$ cat src/four_digit_display_serial_writer_core_macros.svh
// Assertion macros for the four-digit display serial writer.
// Used by the top level; expects i_clk and i_rst_n in scope.
`ifndef FOUR_DIGIT_DISPLAY_SERIAL_WRITER_CORE_MACROS_SVH
`define FOUR_DIGIT_DISPLAY_SERIAL_WRITER_CORE_MACROS_SVH

// Same-cycle implication, checked outside reset.
`define FDSW_ASSERT_SAME(label, ante, cons, msg) \
    label: assert property (@(posedge i_clk) disable iff (!i_rst_n) \
        (ante) |-> (cons)) else $error(msg);

// Next-cycle implication, checked outside reset.
`define FDSW_ASSERT_NEXT(label, ante, cons, msg) \
    label: assert property (@(posedge i_clk) disable iff (!i_rst_n) \
        (ante) |=> (cons)) else $error(msg);

`endif

$ cat src/fdsw_pkg.sv
// Shared types and constants for the four-digit display serial writer.
// No dependencies; used by the sequencer and the top level.
package fdsw_pkg;

    localparam logic [7:0] CMD_DATA_SET  = 8'h40;
    localparam logic [7:0] CMD_ADDR_SET  = 8'hC0;
    localparam logic [7:0] CMD_DISP_CTRL = 8'h88;

    localparam logic KIND_LOAD = 1'b0;
    localparam logic KIND_TICK = 1'b1;

    // Pin levels and status produced by one sequencer step.
    typedef struct packed {
        logic clock_pin;
        logic data_pin;
        logic data_drive;
        logic busy_res;
        logic transfer_done;
    } t_pins;

    // Decimal digit to segment pattern; codes above nine are dark.
    function automatic logic [6:0] seg_code(input logic [3:0] digit);
        logic [6:0] code;
        unique case (digit)
            4'd0:    code = 7'h3F;
            4'd1:    code = 7'h06;
            4'd2:    code = 7'h5B;
            4'd3:    code = 7'h4F;
            4'd4:    code = 7'h66;
            4'd5:    code = 7'h6D;
            4'd6:    code = 7'h7D;
            4'd7:    code = 7'h07;
            4'd8:    code = 7'h7F;
            4'd9:    code = 7'h6F;
            default: code = 7'h00;
        endcase
        return code;
    endfunction

endpackage

$ cat src/fdsw_seq.sv
// Pin-phase sequencer of the display writer: frames, bytes, bits, acknowledge.
// Depends on fdsw_pkg; advances one phase per accepted tick item.
module fdsw_seq #(
    parameter int DIGIT_COUNT = 4
) (
    input  logic             i_clk,
    input  logic             i_rst_n,
    input  logic             i_step,
    input  logic             i_kind,
    input  logic [3:0]       i_digit_thousands,
    input  logic [3:0]       i_digit_hundreds,
    input  logic [3:0]       i_digit_tens,
    input  logic [3:0]       i_digit_units,
    input  logic             i_blank_request,
    input  logic             i_data_line_in,
    input  logic [2:0]       i_brightness,
    output fdsw_pkg::t_pins  o_pins
);
    import fdsw_pkg::*;

    typedef enum logic [3:0] {
        PH_IDLE,
        PH_START_A,
        PH_START_B,
        PH_START_C,
        PH_BIT_LOW,
        PH_BIT_HIGH,
        PH_ACK_REL,
        PH_ACK_LOW,
        PH_ACK_HIGH,
        PH_ACK_END,
        PH_STOP_A,
        PH_STOP_B,
        PH_ARMED
    } t_phase;

    localparam logic [1:0] FRAME_DATA = 2'd0;
    localparam logic [1:0] FRAME_ADDR = 2'd1;
    localparam logic [1:0] FRAME_DISP = 2'd2;
    localparam logic [3:0] ADDR_FRAME_BYTES = 4'(DIGIT_COUNT + 1);

    t_phase     r_phase, n_phase;
    logic [1:0] r_frame, n_frame;
    logic [2:0] r_byte_idx, n_byte_idx;
    logic [2:0] r_bit_idx, n_bit_idx;
    logic [7:0] r_shift, n_shift;
    logic       r_blank, n_blank;
    logic       r_clock, n_clock;
    logic       r_data, n_data;
    logic       n_done;
    logic [6:0] r_segment_store [DIGIT_COUNT];

    logic [3:0] w_digit [4];
    logic       w_load;
    logic       w_tick;
    logic [2:0] w_byte_sel;
    logic [3:0] w_frame_bytes;
    logic [6:0] w_store_byte;
    logic [7:0] w_byte;
    logic       w_last_frame;
    logic       w_drive;

    assign w_digit[0] = i_digit_thousands;
    assign w_digit[1] = i_digit_hundreds;
    assign w_digit[2] = i_digit_tens;
    assign w_digit[3] = i_digit_units;

    assign w_load = i_step && (i_kind == KIND_LOAD) && (r_phase == PH_IDLE);
    assign w_tick = i_step && (i_kind == KIND_TICK);

    // Byte about to be loaded: the first byte of the frame after the start,
    // otherwise the one following the byte just acknowledged.
    assign w_byte_sel    = (r_phase == PH_START_C) ? 3'd0 : r_byte_idx + 3'd1;
    assign w_frame_bytes = (r_frame == FRAME_ADDR) ? ADDR_FRAME_BYTES : 4'd1;
    assign w_last_frame  = r_blank ? (r_frame >= FRAME_ADDR) : (r_frame >= FRAME_DISP);

    always_comb begin
        w_store_byte = '0;
        for (int i = 0; i < DIGIT_COUNT; i++) begin
            if (w_byte_sel == 3'(i + 1)) begin
                w_store_byte = r_segment_store[i];
            end
        end
    end

    always_comb begin
        if (r_frame == FRAME_DATA) begin
            w_byte = CMD_DATA_SET;
        end else if (r_frame == FRAME_DISP) begin
            w_byte = CMD_DISP_CTRL | {5'd0, i_brightness};
        end else if (w_byte_sel == 3'd0) begin
            w_byte = CMD_ADDR_SET;
        end else if (r_blank) begin
            w_byte = '0;
        end else begin
            w_byte = {1'b0, w_store_byte};
        end
    end

    always_comb begin
        n_phase    = r_phase;
        n_frame    = r_frame;
        n_byte_idx = r_byte_idx;
        n_bit_idx  = r_bit_idx;
        n_shift    = r_shift;
        n_blank    = r_blank;
        n_clock    = r_clock;
        n_data     = r_data;
        n_done     = 1'b0;
        if (w_load) begin
            n_blank    = i_blank_request;
            n_frame    = FRAME_DATA;
            n_byte_idx = '0;
            n_bit_idx  = '0;
            n_phase    = PH_ARMED;
        end else if (w_tick) begin
            unique case (r_phase)
                PH_ARMED: begin
                    n_phase = PH_START_A;
                    n_clock = 1'b1;
                    n_data  = 1'b1;
                end
                PH_START_A: begin
                    n_phase = PH_START_B;
                    n_data  = 1'b0;
                end
                PH_START_B: begin
                    n_phase = PH_START_C;
                    n_clock = 1'b0;
                end
                PH_BIT_LOW: begin
                    n_phase = PH_BIT_HIGH;
                    n_clock = 1'b1;
                end
                PH_BIT_HIGH: begin
                    if (r_bit_idx == 3'd7) begin
                        n_phase = PH_ACK_REL;
                        n_data  = 1'b0;
                    end else begin
                        n_bit_idx = r_bit_idx + 3'd1;
                        n_shift   = {1'b0, r_shift[7:1]};
                        n_phase   = PH_BIT_LOW;
                        n_clock   = 1'b0;
                        n_data    = r_shift[1];
                    end
                end
                PH_ACK_REL: begin
                    n_phase = PH_ACK_LOW;
                    n_clock = 1'b0;
                end
                PH_ACK_HIGH: begin
                    n_phase = PH_ACK_END;
                    n_clock = 1'b0;
                end
                PH_START_C, PH_ACK_LOW, PH_ACK_END: begin
                    // A low data line at the acknowledge slot gets one extra
                    // clock pulse before the next byte or the stop.
                    if (r_phase == PH_ACK_LOW && !i_data_line_in) begin
                        n_phase = PH_ACK_HIGH;
                        n_clock = 1'b1;
                    end else begin
                        n_byte_idx = w_byte_sel;
                        if ({1'b0, w_byte_sel} < w_frame_bytes) begin
                            n_shift   = w_byte;
                            n_bit_idx = '0;
                            n_phase   = PH_BIT_LOW;
                            n_clock   = 1'b0;
                            n_data    = w_byte[0];
                        end else begin
                            n_phase = PH_STOP_A;
                            n_clock = 1'b0;
                            n_data  = 1'b0;
                        end
                    end
                end
                PH_STOP_A: begin
                    n_phase = PH_STOP_B;
                    n_clock = 1'b1;
                end
                PH_STOP_B: begin
                    n_data = 1'b1;
                    if (w_last_frame) begin
                        n_phase = PH_IDLE;
                        n_done  = 1'b1;
                    end else begin
                        n_frame    = r_frame + 2'd1;
                        n_byte_idx = '0;
                        n_phase    = PH_START_A;
                    end
                end
                default: begin
                    n_phase = PH_IDLE;
                end
            endcase
        end
    end

    always_ff @(posedge i_clk) begin
        if (!i_rst_n) begin
            r_phase    <= PH_IDLE;
            r_frame    <= '0;
            r_byte_idx <= '0;
            r_bit_idx  <= '0;
            r_shift    <= '0;
            r_blank    <= 1'b0;
            r_clock    <= 1'b1;
            r_data     <= 1'b1;
        end else if (i_step) begin
            r_phase    <= n_phase;
            r_frame    <= n_frame;
            r_byte_idx <= n_byte_idx;
            r_bit_idx  <= n_bit_idx;
            r_shift    <= n_shift;
            r_blank    <= n_blank;
            r_clock    <= n_clock;
            r_data     <= n_data;
        end
    end

    // Positions beyond the four input digits are loaded with a dark pattern.
    for (genvar g = 0; g < DIGIT_COUNT; g++) begin : g_store
        if (g < 4) begin : g_digit
            always_ff @(posedge i_clk) begin
                if (w_load) begin
                    r_segment_store[g] <= seg_code(w_digit[g]);
                end
            end
        end else begin : g_dark
            always_ff @(posedge i_clk) begin
                if (w_load) begin
                    r_segment_store[g] <= '0;
                end
            end
        end
    end

    assign w_drive = !((n_phase == PH_ACK_REL) || (n_phase == PH_ACK_LOW) ||
                       (n_phase == PH_ACK_HIGH) || (n_phase == PH_ACK_END));

    assign o_pins.clock_pin     = n_clock;
    assign o_pins.data_pin      = w_drive & n_data;
    assign o_pins.data_drive    = w_drive;
    assign o_pins.busy_res      = (n_phase != PH_IDLE);
    assign o_pins.transfer_done = n_done;

endmodule

$ cat src/four_digit_display_serial_writer_core.sv
// Four-digit seven-segment display writer for a two-wire display controller.
// A load item latches four digits and arms a transfer of three frames (data
// command, address command with one segment byte per digit, display control
// with the brightness register, left out on a blank request); every tick
// item then moves the clock and data pins one phase. Each accepted item gives
// exactly one result item with the pin levels, busy and done flags. The
// sequencer step is a single pass of logic from the state registers into the
// result register. An item can be accepted in every cycle in which the result
// register is empty or its item is taken in the same cycle; a result that the
// receiver holds off stalls the input. The result appears in the cycle after
// acceptance. Depends on fdsw_pkg, fdsw_seq and the macros header.
`include "four_digit_display_serial_writer_core_macros.svh"

module four_digit_display_serial_writer_core #(
    parameter int DIGIT_COUNT = 4
) (
    input  logic       i_clk,
    input  logic       i_rst_n,
    input  logic       i_cfg_we,
    input  logic [2:0] i_cfg_data,
    input  logic       i_in_valid,
    output logic       o_in_stall,
    input  logic       i_kind,
    input  logic [3:0] i_digit_thousands,
    input  logic [3:0] i_digit_hundreds,
    input  logic [3:0] i_digit_tens,
    input  logic [3:0] i_digit_units,
    input  logic       i_blank_request,
    input  logic       i_data_line_in,
    output logic       o_out_valid,
    input  logic       i_out_stall,
    output logic       o_clock_pin,
    output logic       o_data_pin,
    output logic       o_data_drive,
    output logic       o_busy_res,
    output logic       o_transfer_done
);
    import fdsw_pkg::*;

    logic [2:0] r_brightness;
    logic       r_out_valid;
    t_pins      r_out;
    t_pins      w_pins;
    logic       w_accept;

    assign o_in_stall = r_out_valid && i_out_stall;
    assign w_accept   = i_in_valid && !o_in_stall;

    fdsw_seq #(
        .DIGIT_COUNT (DIGIT_COUNT)
    ) u_seq (
        .i_clk             (i_clk),
        .i_rst_n           (i_rst_n),
        .i_step            (w_accept),
        .i_kind            (i_kind),
        .i_digit_thousands (i_digit_thousands),
        .i_digit_hundreds  (i_digit_hundreds),
        .i_digit_tens      (i_digit_tens),
        .i_digit_units     (i_digit_units),
        .i_blank_request   (i_blank_request),
        .i_data_line_in    (i_data_line_in),
        .i_brightness      (r_brightness),
        .o_pins            (w_pins)
    );

    always_ff @(posedge i_clk) begin
        if (!i_rst_n) begin
            r_brightness <= 3'd1;
        end else if (i_cfg_we) begin
            r_brightness <= i_cfg_data;
        end
    end

    always_ff @(posedge i_clk) begin
        if (!i_rst_n) begin
            r_out_valid <= 1'b0;
        end else if (w_accept) begin
            r_out_valid <= 1'b1;
        end else if (!i_out_stall) begin
            r_out_valid <= 1'b0;
        end
    end

    always_ff @(posedge i_clk) begin
        if (w_accept) begin
            r_out <= w_pins;
        end
    end

    assign o_out_valid     = r_out_valid;
    assign o_clock_pin     = r_out.clock_pin;
    assign o_data_pin      = r_out.data_pin;
    assign o_data_drive    = r_out.data_drive;
    assign o_busy_res      = r_out.busy_res;
    assign o_transfer_done = r_out.transfer_done;

    `FDSW_ASSERT_SAME(a_released_low, o_out_valid && !o_data_drive, !o_data_pin,
        "data pin not low while released")
    `FDSW_ASSERT_SAME(a_done_idle, o_out_valid && o_transfer_done,
        !o_busy_res && o_data_pin && o_clock_pin && o_data_drive,
        "transfer done without idle bus")
    `FDSW_ASSERT_NEXT(a_accept_result, w_accept, o_out_valid,
        "accepted item gave no result")

endmodule
$ cat config.mk
export PLATFORM = sky130hd
export DESIGN_NAME = four_digit_display_serial_writer_core
export DESIGN_NICKNAME = d
export VERILOG_FILES = /design/src/fdsw_pkg.sv /design/src/fdsw_seq.sv /design/src/four_digit_display_serial_writer_core.sv
export VERILOG_INCLUDE_DIRS = /design/src /design/src/src
export SDC_FILE = /design/constraint.sdc
export NUM_CORES = 1
export LEC_CHECK = 0
export BUFFER_PORTS_ARGS = -buffer_cell sky130_fd_sc_hd__buf_2
export CORE_ASPECT_RATIO = 0.8
export CORE_MARGIN = 1.5
export CORE_UTILIZATION = 55
export DETAILED_ROUTE_END_ITERATION = 10
export HOLD_SLACK_MARGIN = 0.05
export PLACE_DENSITY = 0.76
export SKIP_LAST_GASP = 1
export SYNTH_ARGS = -nofsm -noshare
export SYNTH_HDL_FRONTEND = slang
export SYNTH_HIERARCHICAL = 1
export SYNTH_SLANG_ARGS = --single-unit
$ cat constraint.sdc
create_clock -name i_clk -period 7.8 [get_ports i_clk]
set_input_delay 0.78 -clock i_clk [delete_from_list [all_inputs] [get_ports i_clk]]
set_output_delay 0.78 -clock i_clk [all_outputs]
set_load 0.005 [all_outputs]
### After elaboration in Yosys (flattened, before gate mapping)

Memories as Yosys holds them, arrays and structs flattened.
Cells that the tools add are included.

* register bits after elaboration: 32
* memory bits (writable): 28
* bits in read-only memories: 448
* input port bits: 27
* output and inout bits: 7
* logic and storage cells: 151
* memories: 5

Memory list
* (name not given): depth 16, width 7, rd ports 1, clocked after memory_dff 0, wr ports 0, line fdsw_pkg.sv:24 `unique case (digit)`
* (name not given): depth 16, width 7, rd ports 1, clocked after memory_dff 0, wr ports 0, line fdsw_pkg.sv:24
* (name not given): depth 16, width 7, rd ports 1, clocked after memory_dff 0, wr ports 0, line fdsw_pkg.sv:24
* (name not given): depth 16, width 7, rd ports 1, clocked after memory_dff 0, wr ports 0, line fdsw_pkg.sv:24
* u_seq.r_segment_store: depth 4, width 7, rd ports 4, clocked after memory_dff 0, wr ports 4, line fdsw_seq.sv:51 `logic [6:0] r_segment_store [DIGIT_COUNT];`

* add/sub/neg operators: 3
* order comparisons: 3
* equality and inequality tests: 32
* muxes and demuxes: 57
* bitwise operators: 5
* reduce and logical (&&, ||, !) cells: 31

Operators by type and width (number)
* 2-to-1 mux 7 bit: 9
* 2-to-1 mux 8 bit: 6
* case mux 4 bit (10 select lines): 1
* 2-to-1 mux 3 bit: 11
* equality test 4 bit, second input constant: 7
* equality test 4 x 3 -> 1 bit, second input constant: 6
* 2-to-1 mux 1 bit: 16
* 2-to-1 mux 4 bit: 4
* case mux 8 bit (2 select lines): 1
* case mux 3 bit (2 select lines): 2
* OR reduction 3 bit: 4
* 2-to-1 mux 2 bit: 5
* inequality test 3 x 2 -> 1 bit, second input constant: 3
* equality test 4 x 2 -> 1 bit, second input constant: 2
* case mux 1 bit (4 select lines): 2
* AND reduction 7 bit: 1
* adder 3 x 1 -> 3 bit, second input constant: 2
* equality test 3 x 2 -> 1 bit, second input constant: 2
* equality test 3 bit, second input constant: 2
* logical AND 1 bit: 6
* inequality test 2 x 1 -> 1 bit, second input constant: 3
* AND reduction 6 bit: 1
* nonzero test 2 bit: 3
* nonzero test 3 bit: 2
* other kinds (22): 30

### Depth between registers and ports, before layout

Gate-level depths: netlist (run 1).

* depth after elaboration: 17
* mapped depth: 11
* depth with buffers taken out: 10

### Modules after synthesis

Netlist (run 1), hierarchy kept.

Modules (own cells, without submodules)
* fdsw_seq: instances 1, cells each 416, area an instance 3597.2 um2, sequential area each 1281.2 um2
* four_digit_display_serial_writer_core: instances 1, cells each 18, area an instance 296.5 um2, sequential area each 230.2 um2

### Worst setup path before layout (run 1)

Ideal clock, no wire load.

* kind: input to register
* start: in i_out_stall
* end: reg u_seq.r_byte_idx[1]
* setup time: 70 ps
* arrival time: 3142 ps
* data required time: 7730 ps
* slack: 4588 ps
* stages: 7
* path buffers: 0
* cells stage by stage: and2_1 > nor2b_1 > nand3_1 > inv_1 > o22ai_1 > or3_1 > a21boi_1

* cells in the longest elaborated chain, start to end: 7
* elaborated cells between the ends (all ways): 12
* those cells by class: eq/ne: 2; mux: 1; reduce/logical: 9

RTL lines
* from (decl): line four_digit_display_serial_writer_core.sv:31 `input logic i_out_stall,`
* logical AND 1 bit (*): line four_digit_display_serial_writer_core.sv:46 `assign o_in_stall = r_out_valid && i_out_stall;`
* zero test 1 bit (*): line four_digit_display_serial_writer_core.sv:47 `assign w_accept = i_in_valid && !o_in_stall;`
* logical AND 1 bit (*): line four_digit_display_serial_writer_core.sv:47
* named net w_accept: line four_digit_display_serial_writer_core.sv:44 `logic w_accept;`
* logical AND 1 bit (*) (2 in series): line fdsw_seq.sv:68 `assign w_load = i_step && (i_kind == KIND_LOAD) && (r_phase == PH_IDLE);`
* named net u_seq.w_load: line fdsw_seq.sv:54 `logic w_load;`
* inequality test 3 x 2 -> 1 bit (no line), or another cell as far along
* AND reduction 5 bit (no line)
* to (signal assigned): line fdsw_seq.sv:211 `r_byte_idx <= n_byte_idx;`
* to (decl): line fdsw_seq.sv:44 `logic [2:0] r_byte_idx, n_byte_idx;`

Mark *: on every way through the listed nets, which the timed path passes. The rest lies on a longest branch.
A chain may end at the register's enable or synchronous reset.

### Final worst setup path (run 1)

Ends and elaborated chain as after synthesis.

==> flow_summary.ini, run 1 <==
[detailed_routing]
wl_met1_mm = 3.86
dr_total_vias = 3251
wl_met3_um = 555
vias_per_cell = 5.97
avgRoutedWirePerCell_um = 15.0
firstDrtPassIters = 5
drc_errors = 0
wl_met2_mm = 3.69
ant_nets = 0
drtIter0Drc = 282
highest_layer = met4
drt-total-wl_mm = 8.19

[floorplanning]
fp.dieW_um = 97.1
dieArea_um2 = 7600
die_h_um = 78.3
ioPinCount = 34
core-area_um2 = 6860
rows = 27
start_util_pct = 56.8

[timing]
finalHoldViolations = 0
period_minus_slack_ns = 3.69
tightest_slew_ns = 1.10
finalSetupViolations = 0
holdWs_ns = 0.477
worst_slack_ns = 4.11
fin_setup_tns_ns = 0
fmax_ghz = 0.271
finClkSkew_ns = 0.00641
max-slew-margin-rel_pct = 26.6
rsz0062_at_grt = no
fin_crit_sh_pct = 47.4
finalMaxSlewViolations = 0

[worst_setup_path]
crit_type = in -> reg
cp_max_fo = 31
critPathCaptureType = register
start_kind = primary input
crit_required_ns = 8.06
worst_ep_arrival_time_ns = 3.95

[layout]
syn_to_final_growth_pct = 10.8
multi_input_area_um2 = 2140
postLayoutCellArea_um2 = 4320
seq_area_um2 = 1510
fill_cells = 574
diodes = 0
nNetsFinal = 511
layout-drive-gt1-share_pct = 12.7

[yosys]
async_reset_ff_share_pct = 0
synth_nets = 492
synth-seq-area-share_pct = 38.8
synth_ff_type = edfxtp_1
yosys_warnings = 6
ys_ff_latch = 59
synth_area_leaders = edfxtp_1 25%, dfxtp_1 13%, ha_1 10%, o21ai_0 4.9%, a21oi_1 3.5%
synthCells = 434
yosysUniqueCellTypes = 58
avgSynthCellArea_um2 = 8.97
synth_edf_count = 33
synthesis.area_um2 = 3890
yosys.area.top_type = edfxtp_1
yosysTopAreaCellShare_pct = 25.4

[clock_tree]
clockBufferDepth = 2
hold_buffers = 0
cts-root-buf = clkbuf_8
clk_pin_slew_ns = 0.07
cts_setup_buffers = 0
clk_latency_ns = 0.33
cts_num_sinks = 59
cts_htree_levels = 3
cts_tree = done
cts_resized = 0
numCtsBuffers = 9

[place]
portBuffers = 33
gp_congestion = 0.909
dp_hpwl_mm = 5.71
dpl_cell_area_um2 = 4040
preCtsSetupSlack_ns = 3.85

[global_route]
antenna_found_initial = 0
grt_max_degree = 32
overflow = 0
grtUsageTotal_pct = 22.9
grt_pass1_wl_mm = 14.1
grt_pass1_vias = 2980

[power]
vdd_ir_drop_max_mv = 0.0946
leakagePower_nw = 1.70
power_mw = 0.865
powerDensity_nw_per_um2 = 200

[worst_hold_path]
min_path_type = reg -> reg

[flow_run]
drv_cap = 0

[outcome]
status = finished clean
[power breakdown]
group,switching [mW],internal [mW],total (mW)
registers,0.0180,0.350,0.368
logic,0.0699,0.0499,0.120
clock network,0.124,0.254,0.377
total,0.212,0.653,0.865
[worst paths after layout]
kind	start	end	slack, ns	cells after the start
worst max-delay path	i_out_stall	u_seq/r_byte_idx[1]	4.11	8
worst max register to register	u_seq/r_byte_idx[0]	o_data_pin	4.11	10
worst min-delay path	u_seq/r_bit_idx[1]	u_seq/r_bit_idx[1]	0.48	2
worst min register to register	u_seq/r_bit_idx[1]	u_seq/r_bit_idx[1]	0.48	2
[layer usage]
layer,vias up,track usage [%]
met3,11,3.56
met4,0,7.83
met2,142,36.5
li1,1609,-
met5,-,0
met1,1489,31.8
[worst max-delay path, stage by stage]
cell and delay (ns):
buf_2 0.09, and2_1 0.16, nor2b_1 0.70, nand3_1 0.35
inv_1 0.90, o22ai_1 0.33, or3_1 0.46, a21boi_1 0.17
[per-stage QoR]
stage                     utilization (%)  instances
after floorplan                         -        434
after global placement               58.9        529
after detailed placement             58.9        529
after CTS                            62.9        545
after global routing                 62.9        545
final                                62.9        545
[cell type report]
| cell class | instances | area share, % |
|---|---|---|
| flip-flops and latches | 59 | 35.0 |
| clock inverters | 6 | 3.16 |
| clock buffers | 10 | 3.19 |
| multi-input cells | 319 | 49.5 |
| well taps | 87 | 2.52 |
| inverters | 30 | 2.61 |
| repair buffers | 34 | 4.00 |
[cell families (layout without fill, tap and decap cells)]
group                    Yosys count  after routing  share of synthesized area (%)
AO/OA/AOI/OAI                    139            139                           22.4
buffers and inverters             56             80                           6.33
XOR/XNOR                           7              7                           1.57
AND/OR/NAND/NOR                  131            131                           18.1
flip-flops                        59             59                           38.8
adder cells (fa/ha/maj)           31             31                           9.96
multiplexers                      11             11                           2.83
[Yosys cell counts (3+ instances only)]
| library cell | instances |
|---|---|
| dfxtp_1 | 26 |
| nand2b_1 | 14 |
| and3_1 | 5 |
| nor2b_1 | 14 |
| nor3_1 | 7 |
| nand3_1 | 5 |
| nand2_1 | 34 |
| a21oi_1 | 27 |
| ha_1 | 31 |
| nor4_1 | 4 |
| a31oi_1 | 6 |
| or3_1 | 7 |
| nor2_1 | 26 |
| xnor2_1 | 6 |
| o22ai_1 | 18 |
| clkbuf_1 | 11 |
| a21boi_1 | 4 |
| edfxtp_1 | 33 |
| and2_1 | 4 |
| o31ai_1 | 3 |
| mux2i_1 | 11 |
| o21a_1 | 5 |
| buf_4 | 5 |
| buf_2 | 8 |
| a21boi_0 | 3 |
| o21ai_1 | 7 |
| inv_1 | 29 |
| a21o_1 | 6 |
| o21ai_0 | 38 |
[layout by cell type, fill, tap and decap left out, types with 4 or more instances in the layout]
| cell | n |
|---|---|
| and2_1 | 4 |
| and3_1 | 5 |
| a21o_1 | 6 |
| bufinv_16 | 4 |
| or3_1 | 7 |
| dfxtp_1 | 26 |
| a21boi_1 | 4 |
| o21ai_0 | 38 |
| nor2_1 | 26 |
| ha_1 | 31 |
| buf_2 | 33 |
| a31oi_1 | 6 |
| edfxtp_1 | 33 |
| xnor2_1 | 6 |
| nand2_1 | 34 |
| o21ai_1 | 7 |
| nand3_1 | 5 |
| mux2i_1 | 11 |
| nor3_1 | 7 |
| clkbuf_8 | 10 |
| inv_1 | 29 |
| nor2b_1 | 14 |
| a21oi_1 | 27 |
| nor4_1 | 4 |
| o22ai_1 | 18 |
| o21a_1 | 5 |
| nand2b_1 | 14 |
[flip-flops by register name (all words and copies together) (netlist names)]
signal / cells
u_seq/r_frame: 2
o_data_pin: 1
o_clock_pin: 1
o_data_drive: 1
o_busy_res: 1
u_seq/r_segment_store: 28
u_seq/r_clock: 1
o_transfer_done: 1
u_seq/r_bit_idx: 3
o_out_valid: 1
u_seq/r_phase: 4
r_brightness: 3
u_seq/r_data: 1
u_seq/r_shift: 7
u_seq/r_blank: 1
u_seq/r_byte_idx: 3
No activity file was read; power rests on OpenSTA's default activity.
==> inputs of run 2 (changes only) <==
Settings changed: CORE_UTILIZATION 55 to 54, PLACE_DENSITY 0.76 to 0.78.
Clock period 7.8 ns to 3 ns, I/O delays scaled along.
==> run 2 against run 1 <==
Sequential share of layout area shrank 0.17 points. Wire length increased by 7.6%. Critical path depth up 2. Via count is 3.2% higher. First-iteration DRC count up 0.35%. Combinational power grew to 3.1 times the previous value. Flip-flop and latch count unchanged. Total power is 130% higher. Highest routed layer unchanged.
==> flow_summary.ini, run 2 (same netlist as run 1, synthesis figures left out) <==
[outcome]
status = finished clean

[clock_tree]
clk_latency_ns = 0.35
hold_buffers = 0
clockBufferDepth = 2
cts_htree_levels = 3
cts-root-buf = clkbuf_8
cts_tree = done
clk_pin_slew_ns = 0.06
numCtsBuffers = 9
cts_num_sinks = 59

[layout]
final_common_cell = o21ai_0
postLayoutCellArea_um2 = 4340
largest_register_ff_count = 28
utilization_pct = 62.6
layout-drive-gt1-share_pct = 15.1
fin_cells = 558
diodes = 0
layout_common_cells = 38 x o21ai_0, 33 x nand2_1, 33 x buf_2, 33 x edfxtp_1, 30 x ha_1
top_regs = u_seq/r_segment_store: 28 flops, u_seq/r_shift: 7 flops, u_seq/r_phase: 4 flops
syn_to_final_growth_pct = 11.4
largest_register = u_seq/r_segment_store
nNetsFinal = 524

[floorplanning]
start_util_pct = 56.2
dieArea_um2 = 7730
core-area_um2 = 6930
rows = 27
fp.dieW_um = 97.9
ioPinCount = 34
die_h_um = 79.0

[worst_setup_path]
cp_slowest_stage_delay_ns = 0.65
crit_required_ns = 3.17
cpMaxStageDelayCell = a222oi_1
startpoint = u_seq/r_byte_idx[0]
cp_num_buf_inv = 1
cp_max_fo = 5
worstReg2RegStart = u_seq/r_byte_idx[0]
worst_ep_arrival_time_ns = 3.05
start_kind = register
cpLargestDelayFamily = compound AO/OA/AOI/OAI gates
critPathCaptureType = register
crit_type = reg -> reg
crit_chain = ha_2 > xor2_2 > nand2_2 > inv_2 > ha_1 > a31oi_4 > nand3_1 > a222oi_1 > nor2b_1 > a221oi_2

[global_route]
grt_pass1_wl_mm = 14.5
grtUsageTotal_pct = 23.6
antenna_found_initial = 0
grt_pass1_vias = 3025
overflow = 0
grt_max_degree = 30

[detailed_routing]
ant_nets = 0
drtIter0Drc = 283
avgRoutedWirePerCell_um = 15.8
firstDrtPassIters = 5
dr_total_vias = 3356
drt-total-wl_mm = 8.81
drc_errors = 0
vias_per_cell = 6.01

[worst_hold_path]
hold_start = i_in_valid
min_path_type = in -> reg

[timing]
worst_slack_ns = 0.125
fmax_ghz = 0.348
rsz0062_at_grt = no
finClkSkew_ns = 0.00960
period_minus_slack_ns = 2.87
fin_crit_sh_pct = 95.8
holdWs_ns = 0.174
finalSetupViolations = 0
tightest_slew_ns = 0.666
max-slew-margin-rel_pct = 55.3
fin_setup_tns_ns = 0
finalHoldViolations = 0
finalMaxSlewViolations = 0

[place]
portBuffers = 33
dpl_cell_area_um2 = 4120
place_inst = 540
gp_congestion = 0.904
preCtsSetupSlack_ns = 0.225
dp_hpwl_mm = 6.16

[power]
leakagePower_nw = 1.72
power_mw = 1.98
powerDensity_nw_per_um2 = 456
vdd_ir_drop_max_mv = 0.186

[flow_run]
drv_cap = 0
[run 2: changes by cell type in the layout (fill, tap and decap cells not counted), sizes merged]
cell      previous run  this run
clkinv               1         3
buf                 34        47
clkinvlp             1         0
bufinv               4         1
clkbuf              10        12
[run 2: path summary, 6_finish.rpt]
check	endpoint	slack [ns]	cells past startpoint
max	o_data_pin	0.13	10
min	o_out_valid	0.17	2
max reg2reg	o_data_pin	0.13	10
min reg2reg	u_seq/r_byte_idx[1]	0.46	2
[run 2: final cells by class]
class	instances	area (µm²)
Timing Repair Buffer	47	270
Clock buffer	12	135
Clock inverter	4	43.8
Multi-Input combinational cell	319	2150
Fill cell	590	2590
Sequential cell	59	1510
Tap cell	87	109
Inverter	30	113
[run 2: timing repair]
item                                    4_1_cts  5_1_grt
resized for setup                             0        4
buffers inserted                              0        2
hold endpoints to repair                      0        0
endpoints found under the setup margin        0        2
[run 2: routing by layer]
layer / part of all wire [%] / track usage, % / vias up
met3: 7.8 / 7.22 / 22
li1: - / - / 1627
met1: 45 / 32.0 / 1553
met2: 45 / 36.8 / 154
met5: 0 / 0 / -
met4: 2.0 / 6.57 / 0
[run 2: where the power goes]
| part | switching (mW) | internal (mW) | total (mW) |
|---|---|---|---|
| clock network | 0.301 | 0.378 | 0.679 |
| logic | 0.224 | 0.147 | 0.371 |
| registers | 0.0187 | 0.909 | 0.928 |
| total | 0.544 | 1.43 | 1.98 |
[run 2: worst register-to-register path, stage by stage, from the launching register on]
cell	delay [ns]
dfxtp_1	0.35
ha_2	0.23
xor2_2	0.19
nand2_2	0.11
inv_2	0.12
ha_1	0.26
a31oi_4	0.19
nand3_1	0.11
a222oi_1	0.65
nor2b_1	0.18
a221oi_2	0.32
